[src/sv/lfdb_pkg.sv]
package lfdb_pkg;

    localparam int LEVEL_BITS  = 10;
    localparam int COUNT_BITS  = LEVEL_BITS + 1;
    localparam int SAMPLE_BITS = 10;
    localparam int MANUAL_BITS = 10;
    localparam int DUTY_BITS   = 8;
    localparam int MODE_BITS   = 2;
    localparam int CFG_IDX_BITS  = 2;
    localparam int CFG_DATA_BITS = 10;

    // Fixed-point coefficients: 232/256, 1021/4096, 46/1024
    localparam logic [7:0] FLASH_COEF   = 8'd232;
    localparam logic [5:0] FLASH_BASE   = 6'd49;
    localparam logic [9:0] DIM_COEF     = 10'd1021;
    localparam logic [5:0] BREATHE_COEF = 6'd46;
    localparam logic [3:0] BREATHE_BASE = 4'd15;

    localparam logic [DUTY_BITS-1:0]  DUTY_MAX  = '1;
    localparam logic [COUNT_BITS-1:0] COUNT_MAX = '1;

    typedef enum logic [MODE_BITS-1:0] {
        MODE_FLASH   = 2'd0,
        MODE_DIM     = 2'd1,
        MODE_BREATHE = 2'd2
    } t_mode;

    typedef enum logic [CFG_IDX_BITS-1:0] {
        CFG_MODE    = 2'd0,
        CFG_USE_POT = 2'd1,
        CFG_MANUAL  = 2'd2
    } t_cfg_idx;

    typedef enum logic {
        OP_TICK   = 1'b0,
        OP_SAMPLE = 1'b1
    } t_opcode;

    typedef struct packed {
        logic [MODE_BITS-1:0]   mode;
        logic                   use_pot;
        logic [MANUAL_BITS-1:0] manual_level;
    } t_cfg;

endpackage

[src/sv/lfdb_cfg.sv]
module lfdb_cfg
    import lfdb_pkg::*;
(
    input  logic                     i_clk,
    input  logic                     i_rst_n,
    input  logic                     i_cfg_valid,
    input  logic [CFG_IDX_BITS-1:0]  i_cfg_index,
    input  logic [CFG_DATA_BITS-1:0] i_cfg_data,
    output logic                     o_cfg_ready,
    output t_cfg                     o_cfg
);

    t_cfg r_cfg;

    assign o_cfg_ready = 1'b1;
    assign o_cfg       = r_cfg;

    always_ff @(posedge i_clk) begin
        if (!i_rst_n) begin
            r_cfg.mode         <= MODE_FLASH;
            r_cfg.use_pot      <= 1'b1;
            r_cfg.manual_level <= '0;
        end else if (i_cfg_valid) begin
            // writes beyond the register list are dropped
            unique case (i_cfg_index)
                CFG_MODE:    r_cfg.mode         <= i_cfg_data[MODE_BITS-1:0];
                CFG_USE_POT: r_cfg.use_pot      <= i_cfg_data[0];
                CFG_MANUAL:  r_cfg.manual_level <= i_cfg_data[MANUAL_BITS-1:0];
                default: begin
                end
            endcase
        end
    end

endmodule

[src/sv/lfdb_engine.sv]
module lfdb_engine
    import lfdb_pkg::*;
(
    input  logic                   i_clk,
    input  logic                   i_rst_n,
    input  logic                   i_fire,
    input  t_opcode                i_opcode,
    input  logic [SAMPLE_BITS-1:0] i_sample,
    input  t_cfg                   i_cfg,
    output logic                   o_led_on,
    output logic [DUTY_BITS-1:0]   o_duty
);

    logic [LEVEL_BITS-1:0] r_level, n_level;
    logic [COUNT_BITS-1:0] r_count, n_count;
    logic                  r_led, n_led;
    logic [DUTY_BITS-1:0]  r_duty, n_duty;
    logic                  r_ramp_down, n_ramp_down;

    logic [LEVEL_BITS-1:0]   w_lv;
    logic [LEVEL_BITS+7:0]   w_flash_prod;
    logic [LEVEL_BITS+5:0]   w_breathe_prod;
    logic [LEVEL_BITS+9:0]   w_dim_prod;
    logic [LEVEL_BITS-3:0]   w_dim_raw;
    logic [DUTY_BITS-1:0]    w_dim_duty;
    logic [COUNT_BITS-1:0]   w_flash_lim;
    logic [COUNT_BITS-1:0]   w_breathe_lim;
    logic [COUNT_BITS-1:0]   w_count_inc;

    assign w_lv = i_cfg.use_pot ? r_level : LEVEL_BITS'(i_cfg.manual_level);

    assign w_flash_prod   = (LEVEL_BITS+8)'(w_lv) * (LEVEL_BITS+8)'(FLASH_COEF);
    assign w_breathe_prod = (LEVEL_BITS+6)'(w_lv) * (LEVEL_BITS+6)'(BREATHE_COEF);
    assign w_dim_prod     = (LEVEL_BITS+10)'(w_lv) * (LEVEL_BITS+10)'(DIM_COEF);

    assign w_flash_lim   = COUNT_BITS'(w_flash_prod[LEVEL_BITS+7:8])
                         + COUNT_BITS'(FLASH_BASE);
    assign w_breathe_lim = COUNT_BITS'(w_breathe_prod[LEVEL_BITS+5:10])
                         + COUNT_BITS'(BREATHE_BASE);

    assign w_dim_raw  = w_dim_prod[LEVEL_BITS+9:12];
    assign w_dim_duty = (LEVEL_BITS'(w_dim_raw) > LEVEL_BITS'(DUTY_MAX)) ?
                        DUTY_MAX : DUTY_BITS'(w_dim_raw);

    // counter saturates rather than wrapping
    assign w_count_inc = (r_count == COUNT_MAX) ? r_count : r_count + 1'b1;

    always_comb begin
        n_level     = r_level;
        n_count     = r_count;
        n_led       = r_led;
        n_duty      = r_duty;
        n_ramp_down = r_ramp_down;
        if (i_fire) begin
            if (i_opcode == OP_SAMPLE) begin
                if (i_cfg.use_pot) begin
                    n_level = LEVEL_BITS'(i_sample);
                end
            end else begin
                n_count = w_count_inc;
                unique case (i_cfg.mode)
                    MODE_FLASH: begin
                        if (w_count_inc >= w_flash_lim) begin
                            n_led   = ~r_led;
                            n_count = '0;
                        end
                    end
                    MODE_DIM: begin
                        n_duty = w_dim_duty;
                    end
                    MODE_BREATHE: begin
                        if (w_count_inc >= w_breathe_lim) begin
                            n_count = '0;
                            if (!r_ramp_down) begin
                                if (r_duty != DUTY_MAX) begin
                                    n_duty = r_duty + 1'b1;
                                end
                            end else begin
                                if (r_duty != '0) begin
                                    n_duty = r_duty - 1'b1;
                                end
                            end
                            if (n_duty == DUTY_MAX) begin
                                n_ramp_down = 1'b1;
                            end
                            if (n_duty == '0) begin
                                n_ramp_down = 1'b0;
                            end
                        end
                    end
                    default: begin
                    end
                endcase
            end
        end
    end

    always_ff @(posedge i_clk) begin
        if (!i_rst_n) begin
            r_level     <= '0;
            r_count     <= '0;
            r_led       <= 1'b0;
            r_duty      <= '0;
            r_ramp_down <= 1'b0;
        end else begin
            r_level     <= n_level;
            r_count     <= n_count;
            r_led       <= n_led;
            r_duty      <= n_duty;
            r_ramp_down <= n_ramp_down;
        end
    end

    assign o_led_on = n_led;
    assign o_duty   = n_duty;

    a_sample_keeps_outputs: assert property (
        @(posedge i_clk) disable iff (!i_rst_n)
        (i_fire && i_opcode == OP_SAMPLE) |=> ($stable(r_led) && $stable(r_duty))
    ) else $error("sample item changed LED or duty");

    a_count_saturates: assert property (
        @(posedge i_clk) disable iff (!i_rst_n)
        (i_fire && i_opcode == OP_TICK && i_cfg.mode == MODE_DIM
            && r_count == COUNT_MAX) |=> (r_count == COUNT_MAX)
    ) else $error("tick counter wrapped");

    a_toggle_clears_count: assert property (
        @(posedge i_clk) disable iff (!i_rst_n)
        (i_fire && i_opcode == OP_TICK && i_cfg.mode == MODE_FLASH
            && n_led != r_led) |=> (r_count == '0)
    ) else $error("flash toggle left counter running");

endmodule

[src/sv/led_flash_dim_breathe_engine_core.sv]
// Path: an input transfer is captured in the input register, then passes
//   through the engine logic into the result register, which presents it.
// Throughput: one item per cycle unless the result is stalled; the result
//   and input registers let a new item in while a finished result is stalled.
// Reset (synchronous, active low): LED off, duty 0, counter 0, ramping up,
//   mode flash, converter source selected, manual level 0.
module led_flash_dim_breathe_engine_core
    import lfdb_pkg::*;
(
    input  logic                     i_clk,
    input  logic                     i_rst_n,
    input  logic                     i_in_valid,
    output logic                     o_in_stall,
    input  logic                     i_opcode,
    input  logic [SAMPLE_BITS-1:0]   i_sample,
    output logic                     o_out_valid,
    input  logic                     i_out_stall,
    output logic                     o_led_on,
    output logic [DUTY_BITS-1:0]     o_duty,
    input  logic                     i_cfg_valid,
    output logic                     o_cfg_ready,
    input  logic [CFG_IDX_BITS-1:0]  i_cfg_index,
    input  logic [CFG_DATA_BITS-1:0] i_cfg_data
);

    t_cfg w_cfg;

    logic                   r_in_valid;
    t_opcode                r_in_opcode;
    logic [SAMPLE_BITS-1:0] r_in_sample;
    logic                   r_out_valid;
    logic                   r_led_on;
    logic [DUTY_BITS-1:0]   r_duty;

    logic                   w_advance;
    logic                   w_fire;
    logic                   w_in_take;
    logic                   w_led_on;
    logic [DUTY_BITS-1:0]   w_duty;

    lfdb_cfg u_cfg (
        .i_clk       (i_clk),
        .i_rst_n     (i_rst_n),
        .i_cfg_valid (i_cfg_valid),
        .i_cfg_index (i_cfg_index),
        .i_cfg_data  (i_cfg_data),
        .o_cfg_ready (o_cfg_ready),
        .o_cfg       (w_cfg)
    );

    // result register free, or being drained this cycle
    assign w_advance  = !r_out_valid || !i_out_stall;
    assign w_fire     = r_in_valid && w_advance;
    assign o_in_stall = r_in_valid && !w_advance;
    assign w_in_take  = i_in_valid && !o_in_stall;

    lfdb_engine u_engine (
        .i_clk    (i_clk),
        .i_rst_n  (i_rst_n),
        .i_fire   (w_fire),
        .i_opcode (r_in_opcode),
        .i_sample (r_in_sample),
        .i_cfg    (w_cfg),
        .o_led_on (w_led_on),
        .o_duty   (w_duty)
    );

    always_ff @(posedge i_clk) begin
        if (!i_rst_n) begin
            r_in_valid <= 1'b0;
        end else if (w_in_take) begin
            r_in_valid <= 1'b1;
        end else if (w_advance) begin
            r_in_valid <= 1'b0;
        end
    end

    always_ff @(posedge i_clk) begin
        if (w_in_take) begin
            r_in_opcode <= t_opcode'(i_opcode);
            r_in_sample <= i_sample;
        end
    end

    always_ff @(posedge i_clk) begin
        if (!i_rst_n) begin
            r_out_valid <= 1'b0;
        end else if (w_fire) begin
            r_out_valid <= 1'b1;
        end else if (!i_out_stall) begin
            r_out_valid <= 1'b0;
        end
    end

    always_ff @(posedge i_clk) begin
        if (w_fire) begin
            r_led_on <= w_led_on;
            r_duty   <= w_duty;
        end
    end

    assign o_out_valid = r_out_valid;
    assign o_led_on    = r_led_on;
    assign o_duty      = r_duty;

    a_fire_gives_result: assert property (
        @(posedge i_clk) disable iff (!i_rst_n)
        w_fire |=> r_out_valid
    ) else $error("processed item produced no result");

    a_held_item_kept: assert property (
        @(posedge i_clk) disable iff (!i_rst_n)
        (r_in_valid && !w_fire) |=> (r_in_valid && $stable(r_in_sample)
            && $stable(r_in_opcode))
    ) else $error("pending item lost from input register");

endmodule

[config.mk]
export PLATFORM = sky130hd
export DESIGN_NAME = led_flash_dim_breathe_engine_core
export DESIGN_NICKNAME = d
export VERILOG_FILES = /design/src/sv/lfdb_pkg.sv /design/src/sv/lfdb_cfg.sv /design/src/sv/lfdb_engine.sv /design/src/sv/led_flash_dim_breathe_engine_core.sv
export SDC_FILE = /design/constraint.sdc
export NUM_CORES = 1
export LEC_CHECK = 0
export ABC_AREA = 1
export ABC_CLOCK_PERIOD_IN_PS = 5950
export BUFFER_PORTS_ARGS = -buffer_cell sky130_fd_sc_hd__buf_2
export CAP_MARGIN = 5
export CORE_MARGIN = 2
export CORE_UTILIZATION = 58
export DETAILED_ROUTE_END_ITERATION = 10
export MAX_ROUTING_LAYER = met4
export PLACE_DENSITY = 0.84
export REMOVE_ABC_BUFFERS = 1
export SYNTH_ARGS = -nofsm -noshare
export SYNTH_HDL_FRONTEND = slang
export SYNTH_SLANG_ARGS = --single-unit
[constraint.sdc]
create_clock -name i_clk -period 5.95 [get_ports i_clk]
set_clock_uncertainty 0.1 [all_clocks]
set_input_delay 0.2975 -clock i_clk [delete_from_list [all_inputs] [get_ports i_clk]]
set_output_delay 0.2975 -clock i_clk [all_outputs]
set_load 0.01 [all_outputs]
Word-level counts from Yosys, hierarchy flattened
Index checks and enable logic that the tools add are counted.
{ "word_totals": {"register_bits": 66, "output_inout_bits": 12, "wordCells": 80, "in_bits": 28} }
{ "classes": {"n_addsub": 5, "eq_ne": 8, "n_bitwise": 2, "mul": 3, "n_reduce_logical": 20, "n_mux": 26, "magnitude_cmp": 2} }
{ "ops": {"columns": ["cell", "n"], "rows": [
  ["$mux 8", 10],
  ["$mux 11", 3],
  ["$mul 10x5->15 const B", 2],
  ["$ge 11x11->1", 2],
  ["$pmux 11 s2", 1],
  ["$mul 10x10->20 const B", 1],
  ["$pmux 8 s2", 1],
  ["$add 10x6->11 const B", 1],
  ["$add 11x1->11 const B", 1],
  ["$eq 11x11->1 const B", 1],
  ["$mux 1", 10],
  ["$mux 10", 1],
  ["$add 8x1->8 const B", 1],
  ["$eq 8x8->1 const B", 1],
  ["$logic_not 8->1", 1],
  ["$ne 8x8->1 const B", 1],
  ["$reduce_and 2->1", 4],
  ["$reduce_bool 8->1", 1],
  ["$sub 8x1->8 const B", 1],
  ["$add 6x4->7 const B", 1],
  ["$reduce_and 5->1", 1],
  ["$eq 2x1->1 const B", 2],
  ["$eq 2x2->1 const B", 2],
  ["$logic_not 1->1", 4],
  ["7 further kinds", 12]
]} }

Depth between registers and ports, before layout
{ "logic_depth": {"word_depth": 12, "mapped_depth": 34, "depth_no_buf": 34} }

Modules after synthesis
Synthesis repeated with hierarchy kept, for this count alone.
{ "hier_totals": {"cells_unflattened": 1145, "area_unflattened_um2": 8516.9} }
{ "by_module_without_submodules": {"columns": ["mod", "seq_area_each_um2", "n_inst", "cells_each", "area_each_um2"], "rows": [
  ["lfdb_engine", 620.6, 1, 1026, 7257.0],
  ["led_flash_dim_breathe_engine_core", 640.6, 1, 33, 695.7],
  ["lfdb_cfg", 260.2, 1, 86, 564.3]
]} }

Least setup slack after synthesis
OpenSTA, ideal clock, no wires.
{ "synth_path": {"path_kind": "reg-to-reg", "startpoint": "reg u_cfg.r_cfg (netlist bit u_cfg.o_cfg[10])", "endpoint": "reg r_duty[0], in the netlist o_duty[0] (data pin)", "setup_ps": 251, "arrival_time_ps": 5729, "slack_ps": -129, "stages_incl_launch_ff": 26, "t_required_ps": 5599, "n_path_buf": 1, "synth_period_minus_slack_ps": 6079, "path_cell_list": "dfxtp_1 > clkbuf_1 > o21ai_0 > ha_1 > fa_1 > inv_1 > fa_1 > inv_1 > ha_1 > a21o_1 > a21oi_1 > nand3_1 > a21oi_1 > xor2_1 > nand3_1 > ha_1 > a21o_1 > nor2_1 > nand2_1 > nor2_4 > and2_4 > nand3_1 > nand3_1 > nand2_1 > nand2_1 > inv_1"} }
{ "synth_via": {"elab_chain_cells": 8, "elab_cells_between_ends": 9, "classes_between": "add/sub: 1; mul: 2; order compare: 1; mux: 5"} }
{ "synth_rtl": {"columns": ["item", "line_no", "source"], "rows": [
  ["from (decl)", "lfdb_cfg.sv:13", "t_cfg r_cfg;"],
  ["$mux 10 *", "lfdb_engine.sv:30", "assign w_lv = i_cfg.use_pot ? r_level : LEVEL_BITS'(i_cfg.manual_level);"],
  ["$mul 10x5->15", "lfdb_engine.sv:33", "assign w_breathe_prod = (LEVEL_BITS+6)'(w_lv) * (LEVEL_BITS+6)'(BREATHE_COEF);"],
  ["$add 6x4->7", "lfdb_engine.sv:39", "+ COUNT_BITS'(BREATHE_BASE);"],
  ["$ge 11x11->1", "lfdb_engine.sv:72", "if (w_count_inc >= w_breathe_lim) begin"],
  ["$mux 8", "lfdb_engine.sv:72", null],
  ["$pmux 8 s2 *", "lfdb_engine.sv:61", "unique case (i_cfg.mode)"],
  ["$mux 8 *", "lfdb_engine.sv:55", "if (i_opcode == OP_SAMPLE) begin"],
  ["$mux 8 *", "lfdb_engine.sv:54", "if (i_fire) begin"],
  ["named net u_engine.o_duty[0]", "lfdb_engine.sv:11", "output logic [DUTY_BITS-1:0] o_duty"],
  ["to (signal assigned)", "led_flash_dim_breathe_engine_core.sv:98", "r_duty <= w_duty;"],
  ["to (decl)", "led_flash_dim_breathe_engine_core.sv:33", "logic [DUTY_BITS-1:0] r_duty;"]
]} }
The timed path passes the listed nets; every way through them passes the cells marked *.
A chain may end at the register's enable or synchronous reset.

Worst setup path after layout
Same ends and word-level chain as after synthesis.

==> results.sh <==
export IMPL_dieArea_mm2=0.0156
export IMPL_max_cap_violations=0
export IMPL_dieWidth_um=125
export IMPL_grt_max_degree=29
export IMPL_cts_hold_buf=0
export IMPL_worst_slack_ns=0.360
export IMPL_synth_top_area_share_pct=18.8
export IMPL_cts_sinks=66
export IMPL_pwr_share_comb_pct=56.1
export IMPL_critPathLaunch="u_cfg.o_cfg[10]"
export IMPL_drt_first_pass_iters=5
export IMPL_drt_wl_total_um=19900
export IMPL_synth_seq_area_share_pct=17.9
export IMPL_setup_worst_path_end_class="flop"
export IMPL_cp_start_kind="flop"
export IMPL_path_max_fanout=11
export IMPL_p_sw_w=0.00106
export IMPL_finalSetupViolCount=0
export IMPL_fin_cells=1402
export IMPL_tightest_slew_ns=1.00
export IMPL_multi_input_area_mm2=0.00618
export IMPL_fillers=1264
export IMPL_synthTopCellsByCount="nand2_1 (255), inv_1 (209), ha_1 (128)"
export IMPL_crit_slowest_cell="fa_1"
export IMPL_synthArstFlopShare_pct=0
export IMPL_critPathCapture="o_duty[0]"
export IMPL_area_growth_pct=10.6
export IMPL_syn_inst=1161
export IMPL_final_nets=1431
export IMPL_cts_root_buf="clkbuf_16"
export IMPL_path_class="reg2reg"
export IMPL_fp_dieH_um=125
export IMPL_intPower_w=0.00137
export IMPL_reg2reg_slack_ns=0.36
export IMPL_overflow=0
export IMPL_dp_hpwl_um=16300
export IMPL_drtIter0Drc=421
export IMPL_whs_path_depth=1
export IMPL_finish_utilization_pct=65.2
export IMPL_yosys_warnings=0
export IMPL_routabilityCongestion=0.915
export IMPL_dp_cells=1383
export IMPL_post_route_drc_count=0
export IMPL_clkSlewWorstSetupHoldPaths_ns=0.06
export IMPL_ys_flop_type="dfxtp_1"
export IMPL_clkLatencyLatePin_ns=0.33
export IMPL_synth_seq_cells=66
export IMPL_final_cell_area_mm2=0.00940
export IMPL_synth_compound_area_share_pct=9.15
export IMPL_diodes=0
export IMPL_p_clk_share_pct=23.6
export IMPL_grt_pass1_vias=7872
export IMPL_vdd_drop_max_uv=195
export IMPL_hold_violations=0
export IMPL_synth_top_family_by_area="adder cells"
export IMPL_r2r_end="o_duty[0]"
export IMPL_fin_crit_ns=5.59
export IMPL_viasPerCell=5.43
export IMPL_synth_area_leaders="ha_1 (19%), fa_1 (15%), nand2_1 (11%)"
export IMPL_wire_per_inst_um=14.2
export IMPL_hp_class="in2reg"
export IMPL_core_area_mm2=0.0144
export IMPL_p_leak_nw=5.17
export IMPL_gr_usage_all_layers_pct=27.7
export IMPL_synth_xor_area_share_pct=2.27
export IMPL_place_ws_ns=-0.180
export IMPL_crit_top_cell="nand2_1"
export IMPL_drive_above_1_share_pct=10.3
export IMPL_htree_levels=3
export IMPL_synth_area_mm2=0.00850
export IMPL_synth_area_leader_cell="ha_1"
export IMPL_synth_most_common_cell="nand2_1"
export IMPL_p_sw_share_pct=43.6
export IMPL_placed_area_mm2=0.00896
export IMPL_status="finished, final reports clean"
export IMPL_cp_required_ns=5.94
export IMPL_max_freq_mhz=179
export IMPL_cts_made_buffers=9
export IMPL_muxShareOfSynthArea_pct=0.118
export IMPL_cts_tree="yes"
export IMPL_synth_edf_count=20
export IMPL_hp_start="i_sample[2]"
export IMPL_maxSlewHeadroom_pct=32.8
export IMPL_antenna_found_initial=0
export IMPL_synth_fa_ha_area_share_pct=33.4
export IMPL_synthSimpleGateAreaFrac_pct=26.6
export IMPL_maxSlewViolCount=0
export IMPL_p_per_area_mw_per_mm2=259
export IMPL_io_buffers=38
export IMPL_vias=7618
export IMPL_antenna_left=0
export IMPL_finalCritPeriodShare_pct=93.9
export IMPL_synth_distinct_cells=43
export IMPL_rows=44
export IMPL_p_seq_share_pct=20.3
export IMPL_cts_buffer_depth=2
export IMPL_avgSynthCellArea_um2=7.32
export IMPL_io_pins=40
export IMPL_r2r_cells=27
export IMPL_initial_core_util_pct=59.0
export IMPL_critPathArrivalTime_ns=5.58
export IMPL_rr_startpoint="u_cfg.o_cfg[10]"
export IMPL_grt_pass1_wl_um=35100
export IMPL_ff_latch_area_mm2=0.00153
export IMPL_slowest_delay_ns=0.51
-- flip-flops by register name, indices dropped and copies added, names as in the netlist, 8 cells and up --
register and flops:
o_duty 8, r_in_sample 10, u_cfg.o_cfg 13, u_engine.r_count 11, u_engine.r_duty 8, u_engine.r_level 10
-- power by group through the flow --
| stage | Combinational [W] | Clock, W | Sequential [W] |
|---|---|---|---|
| 5_1_grt | 0.00158 | 0.000597 | 0.000495 |
| 3_3_place_gp | 0.00128 | 0 | 0.000503 |
| 3_5_place_dp | 0.00132 | 0 | 0.000503 |
| 4_1_cts | 0.00134 | 0.000581 | 0.000494 |
| 2_1_floorplan | 0.00103 | 0 | 0.000502 |
| 6_report | 0.00136 | 0.000575 | 0.000494 |
-- critical path, delay by kind of cell, from the launching register on --
family / cells / cell delay (ns)
simple gates: 12 / 1.46
flops: 1 / 0.40
xor+xnor: 1 / 0.24
compound gates: 5 / 0.83
buf+inv: 4 / 0.38
fa+ha+maj: 5 / 1.92
-- stage by stage --
step / total power (W) / setup TNS, ns / hold slack [ns]
floorplan: 0.00153 / -0.870 / 0.296
global placement: 0.00179 / -0.0355 / 0.341
detailed placement: 0.00182 / -1.90 / 0.345
CTS: 0.00242 / 0 / 0.0341
global route: 0.00267 / -0.0810 / 0.0344
finish: 0.00243 / 0 / 0.0391
-- cells by family (layout without fill, tap and decap cells) --
family          after synthesis  after routing
compound gates              143            143
mux                           1              1
buf+inv                     231            288
flops                        66             66
other cells                   1              1
fa+ha+maj                   190            190
simple gates                507            507
xor+xnor                     22             22
-- per-layer routing --
| layer | track usage (%) | part of all wire, % |
|---|---|---|
| met1 | 34.1 | 44 |
| met2 | 47.2 | 49 |
| met3 | 3.72 | 4.9 |
| met4 | 8.89 | 2.2 |
| met5 | - | 0 |
-- worst min path at each step --
stage | end | slack [ns]
floorplan | r_in_opcode | 0.30
global placement | u_engine.r_level[4] | 0.34
detailed placement | u_engine.r_level[8] | 0.35
CTS | r_in_sample[0] | 0.03
global route | r_in_sample[0] | 0.03
finish | r_in_sample[2] | 0.04
-- cell type report --
| cell class | instances | share of cell area (%) |
|---|---|---|
| inverters | 214 | 8.54 |
| clock buffers | 11 | 2.58 |
| flip-flops and latches | 66 | 16.2 |
| multi-input cells | 864 | 65.8 |
| repair buffers | 58 | 3.62 |
| clock inverters | 5 | 0.825 |
| well taps | 184 | 2.45 |
-- repair_timing --
item                                    4_1_cts  5_1_grt
pin swaps                                     0        2
gates cloned                                  0        0
resized for setup                             2       29
setup buffers                                 0        3
endpoints found under the setup margin       23       30
-- cell usage in the layout (no fill, tap or decap), drive strengths merged --
master,synthesis,layout
nand2,263,263
inv,212,212
ha,128,128
nor2,107,107
nand3,100,100
a21oi,65,65
fa,62,62
o21ai,61,61
buf,6,58
dfxtp,46,46
edfxtp,20,20
nand4,20,20
xor2,14,14
clkbuf,11,11
a21o,8,8
xnor2,8,8
nor3,6,6
nand3b,5,5
o21bai,4,4
clkinv,2,4
o21a,3,3
and2,3,3
or2,3,3
a31oi,2,2
bufinv,0,2
mux2i,1,1
conb,1,1
clkinvlp,0,1
Note: power is estimated with default switching activity, not from simulation.
